### src/rtl/rbs_pkg.sv
// ----------------------------------------------------------------------------
// rbs_pkg
// Shared types and codes of the ray/box slab intersection pipeline.
// ----------------------------------------------------------------------------
`default_nettype none

package rbs_pkg;

   localparam int CSR_INDEX_W = 3;

   typedef enum logic [CSR_INDEX_W-1:0] {
      CSR_CENTER_X = 3'd0,
      CSR_CENTER_Y = 3'd1,
      CSR_CENTER_Z = 3'd2,
      CSR_HALF_X   = 3'd3,
      CSR_HALF_Y   = 3'd4,
      CSR_HALF_Z   = 3'd5
   } csr_index_type;

   typedef struct packed {
      logic en;
      logic neg;
   } mul_ctl_type;

endpackage

`default_nettype wire

### src/rtl/rbs_qmul.sv
// ----------------------------------------------------------------------------
// rbs_qmul
// Three-stage fixed-point multiply of magnitudes: split partial products,
// sum with shift and saturation, then sign.
// ----------------------------------------------------------------------------
`default_nettype none

module rbs_qmul #(
   parameter int AW = 33,
   parameter int BW = 31,
   parameter int FB = 16,
   parameter int OW = 31
) (
   input  wire logic                clock,
   input  wire rbs_pkg::mul_ctl_type ctl,
   input  wire logic [AW-1:0]       a_mag,
   input  wire logic [BW-1:0]       b_mag,
   output logic signed [OW:0]       res
);

   localparam int BL = BW / 2;
   localparam int BH = BW - BL;
   localparam int FW = AW + BW;
   localparam int SW = (FW - FB > OW) ? FW - FB : OW + 1;

   logic [AW+BL-1:0] lo_in, lo_ff;
   logic [AW+BH-1:0] hi_in, hi_ff;
   logic             neg1_ff, neg2_ff;
   logic [FW-1:0]    full;
   logic [SW-1:0]    shifted;
   logic [OW-1:0]    mag_in, mag_ff;
   logic [OW:0]      res_in, res_ff;

   assign lo_in = (AW+BL)'(a_mag) * (AW+BL)'(b_mag[BL-1:0]);
   assign hi_in = (AW+BH)'(a_mag) * (AW+BH)'(b_mag[BW-1:BL]);

   assign full    = FW'(lo_ff) + (FW'(hi_ff) << BL);
   assign shifted = SW'(full >> FB);
   assign mag_in  = (|shifted[SW-1:OW]) ? {OW{1'b1}} : shifted[OW-1:0];

   assign res_in = neg2_ff ? ((OW+1)'(0) - {1'b0, mag_ff}) : {1'b0, mag_ff};

   always_ff @(posedge clock) begin
      if (ctl.en) begin
         lo_ff   <= lo_in;
         hi_ff   <= hi_in;
         neg1_ff <= ctl.neg;
         mag_ff  <= mag_in;
         neg2_ff <= neg1_ff;
         res_ff  <= res_in;
      end
   end

   assign res = $signed(res_ff);

endmodule

`default_nettype wire

### config.mk
export PLATFORM = sky130hd
export DESIGN_NAME = rbs_qmul
export DESIGN_NICKNAME = d
export VERILOG_FILES = /design/src/rtl/rbs_pkg.sv /design/src/rtl/rbs_qmul.sv
export SDC_FILE = /design/constraint.sdc
export NUM_CORES = 2
export LEC_CHECK = 0
export BUFFER_PORTS_ARGS = -buffer_cell sky130_fd_sc_hd__buf_2
export CAP_MARGIN = 15
export CORE_MARGIN = 3
export CORE_UTILIZATION = 50
export CTS_BUF_LIST = sky130_fd_sc_hd__clkbuf_8
export DETAILED_ROUTE_END_ITERATION = 16
export MAX_ROUTING_LAYER = met4
export PLACE_DENSITY_LB_ADDON = 0.1
export RECOVER_POWER = 100
export SETUP_SLACK_MARGIN = 0.5
export SLEW_MARGIN = 20
export SYNTH_ARGS = -nofsm -noshare
export SYNTH_HDL_FRONTEND = slang
export SYNTH_SLANG_ARGS = --single-unit
export TNS_END_PERCENT = 50
### constraint.sdc
create_clock -name clock -period 20.2 [get_ports clock]
set_input_delay 4.04 -clock clock [delete_from_list [all_inputs] [get_ports clock]]
set_output_delay 4.04 -clock clock [all_outputs]
set_load 0.1 [all_outputs]
==> flow_metrics.env <==
export IMPL_die_h_um=286
export IMPL_dieArea_um2=81600
export IMPL_cts_tree="yes"
export IMPL_reg2regPathDepth=11
export IMPL_synth_top_family_by_area="adder cells"
export IMPL_via_per_inst=5.31
export IMPL_tightest_slew_ns=4.11
export IMPL_cp_start_kind="input port"
export IMPL_antenna_found_initial=6
export IMPL_hold_path_class="register to register"
export IMPL_wirelength_um=98700
export IMPL_max_stage_delay_ns=1.27
export IMPL_use_met2_pct=41.0
export IMPL_boundaryPins=99
export IMPL_required_ns=20.44
export IMPL_hold_viol=0
export IMPL_place_gp_congestion=0.880
export IMPL_reg2reg_slack_ns=15.45
export IMPL_synthAdderAreaFrac_pct=51.0
export IMPL_port_buffers=98
export IMPL_netlist_instances=4261
export IMPL_yosys_mux_area_fraction_pct=0.131
export IMPL_synth_seq_cells=147
export IMPL_max_freq_ghz=0.0849
export IMPL_arrival_ns=12.02
export IMPL_track_usage_pct=26.0
export IMPL_violations="max-capacitance violations, max-slew violations"
export IMPL_num_rows=101
export IMPL_finalSetupViolations=0
export IMPL_ys_warn_count=0
export IMPL_synth_distinct_cells=66
export IMPL_synth_edf_count=147
export IMPL_critPathKind="input port to register"
export IMPL_start_util_pct=51.0
export IMPL_r2r_start="lo_ff[47]"
export IMPL_critPathMaxFanout=33
export IMPL_wl_per_cell_um=18.9
export IMPL_path_cells="clkbuf_1, nand2_1, fa_1, inv_1, fa_1, inv_1, fa_1, inv_1, fa_1, fa_1, inv_1, fa_1, inv_1, ha_1, a21oi_1, o21bai_1, a221o_1, or4_1, o21a_1, and4_1, a2111oi_0, a21oi_1, xor2_1"
export IMPL_cts_buffer_depth=2
export IMPL_drt_first_pass_iters=5
export IMPL_critPathLaunch="b_mag[17]"
export IMPL_synthFlopType="edfxtp_1"
export IMPL_cts_made_buffers=17
export IMPL_synth_xor_area_share_pct=2.98
export IMPL_worst_slew_margin_rel_pct=-174
export IMPL_grt_max_degree=80
export IMPL_status="complete, but fails checks"
export IMPL_overflow=0
export IMPL_post_route_period_util_pct=58.3
export IMPL_drc=0
export IMPL_crit_slowest_cell="clkbuf_1"
export IMPL_crit_end="hi_ff[46]"
export IMPL_dr_total_vias=27700
export IMPL_htreeDepth=4
export IMPL_cap_viol_max_count=5
export IMPL_tns_ns=0
export IMPL_drtAntennaViolNets=0
export IMPL_syn_cell_area_um2=39100
export IMPL_core_um2=76700
export IMPL_reg2reg_to="mag_ff[9]"
export IMPL_skew_ns=0.0232
export IMPL_grt_pass1_wl_um=163000
export IMPL_clkSlewWorstSetupHoldPaths_ns=0.09
export IMPL_use_met1_pct=36.8
export IMPL_grt_busiest_layer="met2"
export IMPL_synthArstFlopShare_pct=0
export IMPL_grt_pass1_vias=29700
export IMPL_gr_usage_met3_pct=3.21
export IMPL_place_hpwl_um=76000
export IMPL_die_w_um=286
export IMPL_clk_latency_ns=0.50
export IMPL_rsz0062_at_grt="false"
export IMPL_path_buf_inv=6
export IMPL_synth_avg_cell_area_um2=9.18
export IMPL_critical_path_top_delay_family="adder cells"
export IMPL_drive_above_1_share_pct=2.79
export IMPL_cp_end_kind="register"
export IMPL_min_period_ns=11.78
export IMPL_synth_compound_area_share_pct=6.35
export IMPL_clockRootBuffer="clkbuf_8"
export IMPL_ctsResizeCount=0
export IMPL_synth_simple_area_share_pct=17.6
export IMPL_postCtsHoldBufs=0
export IMPL_crit_cells=23
export IMPL_area_delta_synth_final_pct=3.55
export IMPL_cts_num_sinks=147
export IMPL_fin_nets=5338
export IMPL_seq_area_frac_synth_pct=11.3
export IMPL_post_cts_buffers=0
export IMPL_drv_slew=252
export IMPL_synth_nets=5424
export IMPL_cpMostUsedCell="fa_1"
export IMPL_initialDrtViolationCount=1528
cells in the mapped netlist, types with 6 or more instances:
master	instances	area [um2]
a211o_1	6	52.6
a211oi_1	12	90.1
a21o_1	42	315
a21oi_1	124	621
a31oi_1	12	75.1
and2_1	495	3100
and3_1	13	81.3
buf_2	8	40.0
clkbuf_1	208	781
edfxtp_1	147	4410
fa_1	833	16700
ha_1	263	3290
inv_1	889	3340
nand2_1	623	2340
nand2b_1	34	213
nand3_1	34	170
nand4_1	27	169
nor2_1	88	330
nor2b_1	14	87.6
nor3_1	20	100
nor4_1	7	43.8
o211ai_1	8	60.1
o21a_1	21	158
o21ai_0	77	385
o21bai_1	19	143
o31ai_1	16	120
o41ai_1	6	52.6
or3_1	7	43.8
or4_1	6	45.0
xnor2_1	90	788
xor2_1	43	377
logic make-up (layout without fill, tap and decap cells):
family | after synthesis | count (layout)
and+or+nand+nor | 1388 | 1388
AOI/OAI and AO/OA | 386 | 386
other | 0 | 3
buffers and inverters | 1106 | 1033
adders and majority gates | 1096 | 1096
xor gates and xnor gates | 133 | 133
DFF | 147 | 147
muxes | 5 | 5
how the worst min path moves through the flow:
stage / end / cells past startpoint / from / slack, ns
2_1_floorplan: neg2_ff / 0 / neg1_ff / 0.40
3_3_place_gp: neg2_ff / 0 / neg1_ff / 0.40
3_5_place_dp: neg2_ff / 0 / neg1_ff / 0.41
4_1_cts: neg2_ff / 0 / neg1_ff / 0.45
5_1_grt: neg2_ff / 0 / neg1_ff / 0.45
6_report: neg2_ff / 0 / neg1_ff / 0.44
area by class of cell:
cell class / instances / area (um2)
Tap cell: 1030 / 1290
Sequential cell: 147 / 4410
Antenna cell: 3 / 7.51
Inverter: 889 / 3340
Clock inverter: 15 / 171
Timing Repair Buffer: 112 / 543
Multi-Input combinational cell: 3008 / 30500
Clock buffer: 17 / 234
Fill cell: 7259 / 36200
layer usage:
metal / routed length (um) / share of wire (%) / vias to the layer above
met1: 46000 / 47 / 14200
met2: 45300 / 46 / 781
met5: 0 / 0 / -
met3: 6060 / 6.1 / 86
li1: - / - / 12700
met4: 1320 / 1.3 / 0
metrics by stage:
stage / setup slack, ns / utilization [%] / cells / hold WS (ns) / area [um2]
6_report: 8.42 / 52.8 / 5221 / 0.437 / 40500
5_1_grt: 7.99 / 52.8 / 5219 / 0.453 / 40500
4_1_cts: 9.41 / 52.9 / 5218 / 0.453 / 40600
3_5_place_dp: 8.87 / 52.4 / 5186 / 0.412 / 40200
3_3_place_gp: 8.92 / 52.4 / 5186 / 0.401 / 40200
2_1_floorplan: 9.83 / - / 4261 / 0.400 / 39100
flip-flops by register name, summed over array words and instances (netlist names):
name,cells
neg1_ff,1
lo_ff,33
mag_ff,31
hi_ff,49
res,32
neg2_ff,1
worst reg2reg max path, delay by kind of cell (launching register included):
family	cells	cell delay, ns
fa+ha+maj	1	0.55
flops	1	0.49
compound gates	5	1.12
simple gates	5	2.32
cell usage in the layout (no fill, tap or decap), types with 38 or more instances in the layout:
cell type / n
nor2_1: 88
and2_1: 488
nand2_1: 623
xnor2_1: 90
xor2_1: 43
fa_1: 833
inv_1: 889
a21oi_1: 124
a21o_1: 42
buf_2: 62
edfxtp_1: 147
o21ai_0: 77
ha_1: 263
clkbuf_1: 38
Power is left out: the tool's default activity adds up to more than one toggle a clock period on the data nets, which glitch-free logic cannot reach.
